[src/tpag_pkg.sv]
// Package for the tensor permute address generator.
// Holds widths, register index codes, the controller state type and the
// command and status structs shared by the controller, datapath and top. No dependencies.
`default_nettype none

package tpag_pkg;

    localparam int MAX_DIMS      = 6;
    localparam int DIM_BITS      = 16;
    localparam int OFFSET_BITS   = 32;
    localparam int AXIS_BITS     = 3;
    localparam int IDX_BITS      = 3;
    localparam int PERM_BITS     = AXIS_BITS * MAX_DIMS;
    localparam int CFG_IDX_BITS  = 3;
    localparam int CFG_DATA_BITS = PERM_BITS;
    localparam int PROD_BITS     = OFFSET_BITS + 1;
    localparam int MUL_BITS      = PROD_BITS + DIM_BITS;
    localparam int S_TDATA_BITS  = 8;
    localparam int M_TDATA_BITS  = 2 * OFFSET_BITS;

    localparam logic [CFG_IDX_BITS-1:0] CFG_DIM_COUNT = 3'd0;
    localparam logic [CFG_IDX_BITS-1:0] CFG_PERM_CODE = 3'd1;
    localparam logic [CFG_IDX_BITS-1:0] CFG_SIZE_BASE = 3'd2;

    localparam logic [2:0]           DIM_COUNT_RESET = 3'd2;
    localparam logic [PERM_BITS-1:0] PERM_CODE_RESET = 18'd8;

    typedef struct packed {
        logic [2:0]                         dim_count;
        logic [PERM_BITS-1:0]               perm_code;
        logic [MAX_DIMS-1:0][DIM_BITS-1:0]  size;
    } t_cfg;

    typedef enum logic [2:0] {
        ST_IDLE,
        ST_STRIDE_MUL,
        ST_STRIDE_ACC,
        ST_STEP_MUL,
        ST_STEP_ACC
    } t_state;

    typedef struct packed {
        logic                latch;
        logic                stride_mul;
        logic                stride_acc;
        logic                step_mul;
        logic                step_acc;
        logic                advance;
        logic [IDX_BITS-1:0] idx;
    } t_cmd;

    typedef struct packed {
        logic [IDX_BITS-1:0] first_idx;
    } t_status;

endpackage

`default_nettype wire

[src/tpag_cfg.sv]
// Configuration register file of the tensor permute address generator.
// Depends on tpag_pkg for the register index codes and the t_cfg struct.
`default_nettype none

module tpag_cfg
    import tpag_pkg::*;
(
    input  wire logic                     i_clk,
    input  wire logic                     i_rst_n,
    input  wire logic                     i_cfg_we,
    input  wire logic [CFG_IDX_BITS-1:0]  i_cfg_index,
    input  wire logic [CFG_DATA_BITS-1:0] i_cfg_data,
    output t_cfg                          o_cfg
);

    logic [2:0]                        r_dim_count;
    logic [PERM_BITS-1:0]              r_perm_code;
    logic [MAX_DIMS-1:0][DIM_BITS-1:0] r_size;
    logic [IDX_BITS-1:0]               size_sel;

    assign size_sel = IDX_BITS'(i_cfg_index - CFG_SIZE_BASE);

    always_ff @(posedge i_clk) begin
        if (!i_rst_n) begin
            r_dim_count <= DIM_COUNT_RESET;
            r_perm_code <= PERM_CODE_RESET;
            for (int i = 0; i < MAX_DIMS; i++) begin
                r_size[i] <= DIM_BITS'(1);
            end
        end else if (i_cfg_we) begin
            unique case (i_cfg_index)
                CFG_DIM_COUNT: r_dim_count <= i_cfg_data[2:0];
                CFG_PERM_CODE: r_perm_code <= i_cfg_data[PERM_BITS-1:0];
                default:       r_size[size_sel] <= i_cfg_data[DIM_BITS-1:0];
            endcase
        end
    end

    assign o_cfg.dim_count = r_dim_count;
    assign o_cfg.perm_code = r_perm_code;
    assign o_cfg.size      = r_size;

endmodule

`default_nettype wire

[src/tpag_ctrl.sv]
// Controller of the tensor permute address generator: handshake, setup
// sequencing and output valid. Depends on tpag_pkg (t_state, t_cmd, t_status).
`default_nettype none

module tpag_ctrl
    import tpag_pkg::*;
(
    input  wire logic    i_clk,
    input  wire logic    i_rst_n,
    input  wire logic    i_s_tvalid,
    input  wire logic    i_restart,
    input  wire logic    i_m_tready,
    input  wire t_status i_status,
    output logic         o_s_tready,
    output logic         o_m_tvalid,
    output t_cmd         o_cmd
);

    t_state              r_state, n_state;
    logic [IDX_BITS-1:0] r_idx, n_idx;
    logic                r_out_valid, n_out_valid;
    logic                s_ready;
    logic                accept;

    always_ff @(posedge i_clk) begin
        if (!i_rst_n) begin
            r_state     <= ST_IDLE;
            r_idx       <= '0;
            r_out_valid <= 1'b0;
        end else begin
            r_state     <= n_state;
            r_idx       <= n_idx;
            r_out_valid <= n_out_valid;
        end
    end

    assign s_ready = (r_state == ST_IDLE) && (!r_out_valid || i_m_tready);
    assign accept  = i_s_tvalid && s_ready;

    always_comb begin
        n_state     = r_state;
        n_idx       = r_idx;
        n_out_valid = r_out_valid && !i_m_tready;
        o_cmd       = '0;
        o_cmd.idx   = r_idx;
        unique case (r_state)
            ST_IDLE: begin
                if (accept) begin
                    if (i_restart) begin
                        o_cmd.latch = 1'b1;
                        n_idx       = i_status.first_idx;
                        n_state     = ST_STRIDE_MUL;
                    end else begin
                        o_cmd.advance = 1'b1;
                        n_out_valid   = 1'b1;
                    end
                end
            end
            ST_STRIDE_MUL: begin
                o_cmd.stride_mul = 1'b1;
                n_state          = ST_STRIDE_ACC;
            end
            ST_STRIDE_ACC: begin
                o_cmd.stride_acc = 1'b1;
                if (r_idx == '0) begin
                    n_idx   = i_status.first_idx;
                    n_state = ST_STEP_MUL;
                end else begin
                    n_idx   = r_idx - 1'b1;
                    n_state = ST_STRIDE_MUL;
                end
            end
            ST_STEP_MUL: begin
                o_cmd.step_mul = 1'b1;
                n_state        = ST_STEP_ACC;
            end
            ST_STEP_ACC: begin
                o_cmd.step_acc = 1'b1;
                if (r_idx == '0) begin
                    n_out_valid = 1'b1;
                    n_state     = ST_IDLE;
                end else begin
                    n_idx   = r_idx - 1'b1;
                    n_state = ST_STEP_MUL;
                end
            end
            default: n_state = ST_IDLE;
        endcase
    end

    assign o_s_tready = s_ready;
    assign o_m_tvalid = r_out_valid;

endmodule

`default_nettype wire

[src/tpag_dp.sv]
// Datapath of the tensor permute address generator: setup validation, stride
// and step tables built through one shared multiplier, and the odometer.
// Depends on tpag_pkg; driven by tpag_ctrl through t_cmd.
`default_nettype none

module tpag_dp
    import tpag_pkg::*;
(
    input  wire logic                   i_clk,
    input  wire logic                   i_rst_n,
    input  wire t_cfg                   i_cfg,
    input  wire t_cmd                   i_cmd,
    output t_status                     o_status,
    output logic [OFFSET_BITS-1:0]      o_source_offset,
    output logic [OFFSET_BITS-1:0]      o_output_index,
    output logic                        o_last,
    output logic                        o_config_error
);

    // Pass setup latched at restart.
    logic [IDX_BITS-1:0]                    r_dims;
    logic [MAX_DIMS-1:0][AXIS_BITS-1:0]     r_axis;
    logic [MAX_DIMS-1:0][DIM_BITS-1:0]      r_size;
    logic                                   r_err;
    logic                                   r_ovf;
    // Tables and accumulators for the setup sequence.
    logic [MAX_DIMS-1:0][OFFSET_BITS-1:0]   r_stride;
    logic [MAX_DIMS-1:0][OFFSET_BITS-1:0]   r_step;
    logic [OFFSET_BITS-1:0]                 r_acc;
    logic [PROD_BITS-1:0]                   r_prod;
    logic [MUL_BITS-1:0]                    r_mul;
    // Odometer.
    logic [MAX_DIMS-1:0][DIM_BITS-1:0]      r_cnt;
    logic [OFFSET_BITS-1:0]                 r_offset;
    logic [OFFSET_BITS-1:0]                 r_index;

    logic                                   dims_ok;
    logic [IDX_BITS-1:0]                    lat_n;
    logic [MAX_DIMS-1:0][AXIS_BITS-1:0]     lat_axis;
    logic                                   lat_err;

    logic [DIM_BITS-1:0]                    eff_size;
    logic [OFFSET_BITS-1:0]                 sel_stride;
    logic [PROD_BITS-1:0]                   mul_a;
    logic [DIM_BITS-1:0]                    mul_b;
    logic [MUL_BITS-1:0]                    mul_p;
    logic                                   prod_big;

    logic                                   found;
    logic [IDX_BITS-1:0]                    k;
    logic                                   err;

    // Validation of the configuration, evaluated at restart.
    always_comb begin
        dims_ok  = (i_cfg.dim_count >= 3'd2) && (i_cfg.dim_count <= 3'(MAX_DIMS));
        lat_n    = dims_ok ? IDX_BITS'(i_cfg.dim_count) : IDX_BITS'(2);
        lat_err  = !dims_ok;
        lat_axis = '0;
        for (int i = 0; i < MAX_DIMS; i++) begin
            if (IDX_BITS'(i) < lat_n) begin
                if (IDX_BITS'(i_cfg.perm_code[AXIS_BITS*i +: AXIS_BITS]) >= lat_n) begin
                    lat_err = 1'b1;
                end else begin
                    lat_axis[i] = i_cfg.perm_code[AXIS_BITS*i +: AXIS_BITS];
                end
                for (int j = 0; j < i; j++) begin
                    if (i_cfg.perm_code[AXIS_BITS*i +: AXIS_BITS]
                            == i_cfg.perm_code[AXIS_BITS*j +: AXIS_BITS]) begin
                        lat_err = 1'b1;
                    end
                end
                if (i_cfg.size[i] == '0) begin
                    lat_err = 1'b1;
                end
            end
        end
    end

    assign o_status.first_idx = lat_n - 1'b1;

    // A zero size counts as one; it has already raised the error flag.
    assign eff_size   = (i_cfg.size[i_cmd.idx] == '0) ? DIM_BITS'(1) : i_cfg.size[i_cmd.idx];
    assign sel_stride = r_stride[r_axis[i_cmd.idx]];

    always_comb begin
        if (i_cmd.step_mul) begin
            mul_a = {1'b0, sel_stride};
            mul_b = r_size[i_cmd.idx] - 1'b1;
        end else begin
            mul_a = r_prod;
            mul_b = eff_size;
        end
    end

    assign mul_p = MUL_BITS'(mul_a) * MUL_BITS'(mul_b);

    // Element count beyond 2^OFFSET_BITS.
    assign prod_big = (|r_mul[MUL_BITS-1:PROD_BITS])
                   || (r_mul[PROD_BITS-1] && (|r_mul[OFFSET_BITS-1:0]));

    // Innermost output dimension whose counter is not at its end.
    always_comb begin
        found = 1'b0;
        k     = '0;
        for (int j = 0; j < MAX_DIMS; j++) begin
            if ((IDX_BITS'(j) < r_dims) && (r_cnt[j] != r_size[j] - 1'b1)) begin
                found = 1'b1;
                k     = IDX_BITS'(j);
            end
        end
    end

    assign err = r_err || r_ovf;

    always_ff @(posedge i_clk) begin
        if (!i_rst_n) begin
            r_dims   <= IDX_BITS'(2);
            r_err    <= 1'b0;
            r_ovf    <= 1'b0;
            r_offset <= '0;
            r_index  <= '0;
            for (int i = 0; i < MAX_DIMS; i++) begin
                r_axis[i] <= AXIS_BITS'(i);
                r_size[i] <= DIM_BITS'(1);
                r_cnt[i]  <= '0;
            end
        end else begin
            if (i_cmd.latch) begin
                r_dims   <= lat_n;
                r_axis   <= lat_axis;
                r_err    <= lat_err;
                r_ovf    <= 1'b0;
                r_offset <= '0;
                r_index  <= '0;
                r_prod   <= PROD_BITS'(1);
                r_acc    <= '0;
                for (int i = 0; i < MAX_DIMS; i++) begin
                    r_size[i]   <= DIM_BITS'(1);
                    r_cnt[i]    <= '0;
                    r_stride[i] <= '0;
                end
            end
            if (i_cmd.stride_mul || i_cmd.step_mul) begin
                r_mul <= mul_p;
            end
            if (i_cmd.stride_acc) begin
                r_stride[i_cmd.idx] <= r_prod[OFFSET_BITS-1:0];
                r_prod              <= r_mul[PROD_BITS-1:0];
                if (prod_big) begin
                    r_ovf <= 1'b1;
                end
                // Output dimensions that read this input axis take its size.
                for (int j = 0; j < MAX_DIMS; j++) begin
                    if ((IDX_BITS'(j) < r_dims) && (IDX_BITS'(r_axis[j]) == i_cmd.idx)) begin
                        r_size[j] <= eff_size;
                    end
                end
            end
            if (i_cmd.step_mul) begin
                // Step taken when this dimension counts up and all inner ones wrap.
                r_step[i_cmd.idx] <= sel_stride - r_acc;
            end
            if (i_cmd.step_acc) begin
                r_acc <= r_acc + r_mul[OFFSET_BITS-1:0];
            end
            if (i_cmd.advance && !err) begin
                if (found) begin
                    r_offset <= r_offset + r_step[k];
                    r_index  <= r_index + 1'b1;
                    for (int j = 0; j < MAX_DIMS; j++) begin
                        if (IDX_BITS'(j) == k) begin
                            r_cnt[j] <= r_cnt[j] + 1'b1;
                        end else if (IDX_BITS'(j) > k) begin
                            r_cnt[j] <= '0;
                        end
                    end
                end else begin
                    r_offset <= '0;
                    r_index  <= '0;
                    for (int j = 0; j < MAX_DIMS; j++) begin
                        r_cnt[j] <= '0;
                    end
                end
            end
        end
    end

    assign o_source_offset = err ? '0 : r_offset;
    assign o_output_index  = err ? '0 : r_index;
    assign o_last          = err || !found;
    assign o_config_error  = err;

endmodule

`default_nettype wire

[src/tensor_permute_address_gen_top.sv]
// Top level of the tensor permute address generator.
// Depends on tpag_pkg, tpag_cfg, tpag_ctrl and tpag_dp.
//
//   Port group   Dir  Beat contents
//   s_axis       in   tdata[0] restart, tdata[7:1] zero
//   m_axis       out  tdata[31:0] source_offset, tdata[63:32] output_index,
//                     tlast last, tuser[0] config_error
//   cfg          in   we, index 0..7, data[17:0]
//
// A beat without restart gives its result in the next cycle, so passes stream
// at one address per cycle while the output is not stalled; the odometer step
// is one table read and one add. A restart beat builds the stride table, then
// the step table, one dimension at a time through a single shared multiplier.
// Input is taken only in the idle state while the output register is empty or
// drains that cycle. Reset is synchronous; there is no clearing pass.
`default_nettype none

module tensor_permute_address_gen_top
    import tpag_pkg::*;
(
    input  wire logic                     i_clk,
    input  wire logic                     i_rst_n,
    input  wire logic                     i_s_tvalid,
    output logic                          o_s_tready,
    input  wire logic [S_TDATA_BITS-1:0]  i_s_tdata,   // [0] restart
    output logic                          o_m_tvalid,
    input  wire logic                     i_m_tready,
    output logic [M_TDATA_BITS-1:0]       o_m_tdata,   // [31:0] source_offset, [63:32] output_index
    output logic                          o_m_tlast,
    output logic                          o_m_tuser,   // [0] config_error
    input  wire logic                     i_cfg_we,
    input  wire logic [CFG_IDX_BITS-1:0]  i_cfg_index,
    input  wire logic [CFG_DATA_BITS-1:0] i_cfg_data
);

    t_cfg                   cfg;
    t_cmd                   cmd;
    t_status                status;
    logic [OFFSET_BITS-1:0] source_offset;
    logic [OFFSET_BITS-1:0] output_index;

    tpag_cfg u_cfg (
        .i_clk       (i_clk),
        .i_rst_n     (i_rst_n),
        .i_cfg_we    (i_cfg_we),
        .i_cfg_index (i_cfg_index),
        .i_cfg_data  (i_cfg_data),
        .o_cfg       (cfg)
    );

    tpag_ctrl u_ctrl (
        .i_clk      (i_clk),
        .i_rst_n    (i_rst_n),
        .i_s_tvalid (i_s_tvalid),
        .i_restart  (i_s_tdata[0]),
        .i_m_tready (i_m_tready),
        .i_status   (status),
        .o_s_tready (o_s_tready),
        .o_m_tvalid (o_m_tvalid),
        .o_cmd      (cmd)
    );

    tpag_dp u_dp (
        .i_clk           (i_clk),
        .i_rst_n         (i_rst_n),
        .i_cfg           (cfg),
        .i_cmd           (cmd),
        .o_status        (status),
        .o_source_offset (source_offset),
        .o_output_index  (output_index),
        .o_last          (o_m_tlast),
        .o_config_error  (o_m_tuser)
    );

    assign o_m_tdata = {output_index, source_offset};

endmodule

`default_nettype wire

[config.mk]
export PLATFORM = sky130hd
export DESIGN_NAME = tensor_permute_address_gen_top
export DESIGN_NICKNAME = d
export VERILOG_FILES = /design/src/tpag_pkg.sv /design/src/tpag_cfg.sv /design/src/tpag_ctrl.sv /design/src/tpag_dp.sv /design/src/tensor_permute_address_gen_top.sv
export SDC_FILE = /design/constraint.sdc
export NUM_CORES = 2
export LEC_CHECK = 0
export ABC_CLOCK_PERIOD_IN_PS = 11100
export BUFFER_PORTS_ARGS = -buffer_cell sky130_fd_sc_hd__buf_2
export CORE_MARGIN = 8
export CORE_UTILIZATION = 30
export CTS_CLUSTER_DIAMETER = 120
export CTS_CLUSTER_SIZE = 14
export DETAILED_ROUTE_END_ITERATION = 16
export GPL_TIMING_DRIVEN = 1
export SETUP_SLACK_MARGIN = 0.5
export SYNTH_ARGS = -nofsm -noshare
export SYNTH_HDL_FRONTEND = slang
export SYNTH_SLANG_ARGS = --single-unit
[constraint.sdc]
create_clock -name i_clk -period 11.1 [get_ports i_clk]
set_input_delay 0 -clock i_clk [delete_from_list [all_inputs] [get_ports i_clk]]
set_output_delay 0 -clock i_clk [all_outputs]
set_load 0.01 [all_outputs]
==> results.ini <==
[critical_path]
cp.required_ns = 11.57
reg2reg_from = u_ctrl.r_idx[0]$_SDFFE_PN0P_
worst_setup_path_end_kind = register
crit_arrival_ns = 10.50
cp-start-kind = register
r2r_slack_ns = 1.06
r2r_cells = 33
cpPeakStageDelay_ns = 0.62
cpLargestDelayFamily = adder cells
path_max_fanout = 65
path_buf_inv = 6
r2r-end = u_dp.r_mul[48]$_DFFE_PP_
crit_type = register to register
crit_top_cell = fa_1
slowest_stage = mux4_2

[sta]
hold_viol_final = 0
period_minus_slack_ns = 10.04
clock.fmax_ghz = 0.0996
hold_ws_ns = 0.169
fin_setup_tns_ns = 0
tightest_slew_ns = 1.31
drv_slew = 0
relSlewSlack = 0.122
finalClockSkew_ns = 0.0547
post-route-period-util = 0.904
setup_viol = 0
rsz0062_at_grt = false

[die]
die_width_um = 490
die_area_um2 = 240000
initial_core_util = 0.300
pin_count = 102
core_area_um2 = 224000
die_h_um = 490
rows = 174

[status]
outcome = complete, no violations

[cells_and_area]
postLayoutCellArea_um2 = 73900
mostFrequentLayoutCell = nand2_1
final_cell_mix = nand2_1, inv_1, edfxtp_1
area_growth_syn_to_layout_pct = 9.77
fin_nets = 8298
layout-drive-gt1-share = 0.0605
nFillCells = 23000

[clock_tree]
clk_latency_ns = 0.71
path_clk_slew_ns = 0.08
cts_buffer_depth = 3
h-tree-depth = 3
cts_tree = done
cts.sinks = 901
root_buffer = clkbuf_16
cts_buffers = 74

[grt]
grt_start_max_net_pins = 168
grt_pass1_wl_mm = 321
grt_pass1_vias = 55037
grt_overflow = 0
grt_antenna_before_repair = 5
grt_util_all_layers = 0.166

[worst_hold_path]
hold_path_depth = 4
holdCritStartpoint = i_cfg_data[10]
hold_path.class = input port to register
min_to = u_cfg.r_perm_code[10]$_SDFFE_PN0P_

[synth]
yosys_warnings = 0
syn-num-nets = 8400
synth_seq_cells = 901
synth-seq-area-share = 0.342
avgSynthCellArea_um2 = 8.76
syn_inst = 7680
synth-main-ff-cell = edfxtp_1
async_flop_share = 0
yosysUniqueCellTypes = 93
synth-edff-count = 498
synth_area_um2 = 67300

[route]
wl_met1_mm = 88.8
wire_per_inst_um = 19.4
antenna_left = 0
drtIter0Drc = 5196
met2_wirelength_mm = 95.8
wl_met3_mm = 14.3
viasPerCell = 5.27
highest_layer = met4
drc = 0
firstDrtPassIters = 6
wirelength_mm = 206
vias = 55881

[place]
hpwl_mm = 146
place_congestion = 0.931
dpl_cell_area_um2 = 71400
io_buffers = 94

[pwr]
irDropWorstVdd_uv = 135
cellPowerDensity_nw_per_um2 = 122
leakage_nw = 30.0

[run]
maxCapViolCount = 0

==> cell families after synthesis <==
family	count (synthesis)	share of synthesized area
AOI/OAI and AO/OA	1322	0.133
xor gates and xnor gates	316	0.0411
adders and majority gates	686	0.176
buffers and inverters	1095	0.0617
DFF	901	0.342
muxes	91	0.0149
and+or+nand+nor	3269	0.232
==> through the flow <==
step / cells / setup slack [ns] / utilization / power (W)
global placement: 10460 / 0.915 / 0.319 / 0.00646
finish: 10601 / 1.06 / 0.330 / 0.00904
detailed placement: 10460 / 0.939 / 0.319 / 0.00652
global route: 10600 / 0.526 / 0.330 / 0.00949
floorplan: 7680 / 1.80 / - / 0.00571
CTS: 10599 / 0.916 / 0.330 / 0.00908
==> timing repair <==
item                                   4_1_cts  5_1_grt
resized for setup                            0        6
hold buffers                                34        0
setup endpoints to repair                    0        4
buffers inserted                             0        0
endpoints found under the hold margin      170        0
==> state kept, by name, summed over array words and instances, names as in the netlist, 33 cells and up <==
name,flops
u_dp.r_size,96
u_dp.r_prod,33
u_dp.r_stride,192
u_dp.r_mul,49
u_cfg.o_cfg,96
u_dp.r_cnt,96
u_dp.r_step,192
==> worst max path at each step <==
stage                                 startpoint                        to  slack (ns)  cells after the start
floorplan           u_ctrl.r_idx[1]$_SDFFE_PN0P_  u_dp.r_mul[48]$_DFFE_PP_        1.80                     38
global placement    u_ctrl.r_idx[0]$_SDFFE_PN0P_  u_dp.r_mul[48]$_DFFE_PP_        0.91                     32
detailed placement  u_ctrl.r_idx[0]$_SDFFE_PN0P_  u_dp.r_mul[48]$_DFFE_PP_        0.94                     32
CTS                 u_ctrl.r_idx[0]$_SDFFE_PN0P_  u_dp.r_mul[48]$_DFFE_PP_        0.92                     32
global route        u_ctrl.r_idx[1]$_SDFFE_PN0P_  u_dp.r_mul[48]$_DFFE_PP_        0.53                     33
finish              u_ctrl.r_idx[0]$_SDFFE_PN0P_  u_dp.r_mul[48]$_DFFE_PP_        1.06                     33
==> report_power, final <==
part | total [W] | internal, W | switching (W)
sequential | 0.00395 | 0.00385 | 0.0000942
combinational | 0.00254 | 0.000890 | 0.00165
clock | 0.00255 | 0.00126 | 0.00129
total | 0.00904 | 0.00600 | 0.00304
==> cell usage after synthesis, types with 74 or more instances <==
cell / n / share of area
nor2b_1: 300 / 0.028
and2_1: 186 / 0.017
o21ai_0: 274 / 0.020
xnor2_1: 197 / 0.026
xor2_1: 119 / 0.015
a21o_1: 97 / 0.011
a22oi_1: 214 / 0.024
fa_1: 435 / 0.13
clkbuf_1: 418 / 0.023
nand2_1: 1551 / 0.086
a21boi_0: 139 / 0.016
nor2_1: 278 / 0.016
nand3_1: 356 / 0.026
and3_1: 129 / 0.012
nor4_1: 74 / 0.0069
nor3_1: 96 / 0.0071
edfxtp_1: 498 / 0.22
nand2b_1: 85 / 0.0079
dfxtp_1: 403 / 0.12
a21oi_1: 182 / 0.014
ha_1: 251 / 0.047
mux2i_1: 74 / 0.011
inv_1: 618 / 0.034
==> cell type report <==
class,count,area (um^2),area share
Multi-Input combinational cell,5684,40500,0.548
Sequential cell,901,23000,0.312
Tap cell,2992,3740,0.0507
Inverter,620,2330,0.0315
Timing Repair Buffer,297,2150,0.0291
Clock buffer,99,1990,0.0269
Clock inverter,6,124,0.00168
Antenna cell,2,5.00,0.0000677
==> worst register-to-register path: cells and delay by family, from the launching register on <==
family / cells / cell delay [ns]
compound gates: 13 / 3.27
xor+xnor: 1 / 0.11
fa+ha+maj: 7 / 3.40
buf+inv: 6 / 1.12
flops: 1 / 0.53
mux: 1 / 0.63
simple gates: 5 / 0.76
==> layer usage <==
| metal | GRT usage | vias to the layer above |
|---|---|---|
| met1 | 0.224 | 27563 |
| met2 | 0.273 | 2088 |
| met3 | 0.0212 | 403 |
| met5 | 0 | - |
| met4 | 0.0616 | 0 |
| li1 | - | 25827 |
Power figures use the tool's default switching activity.
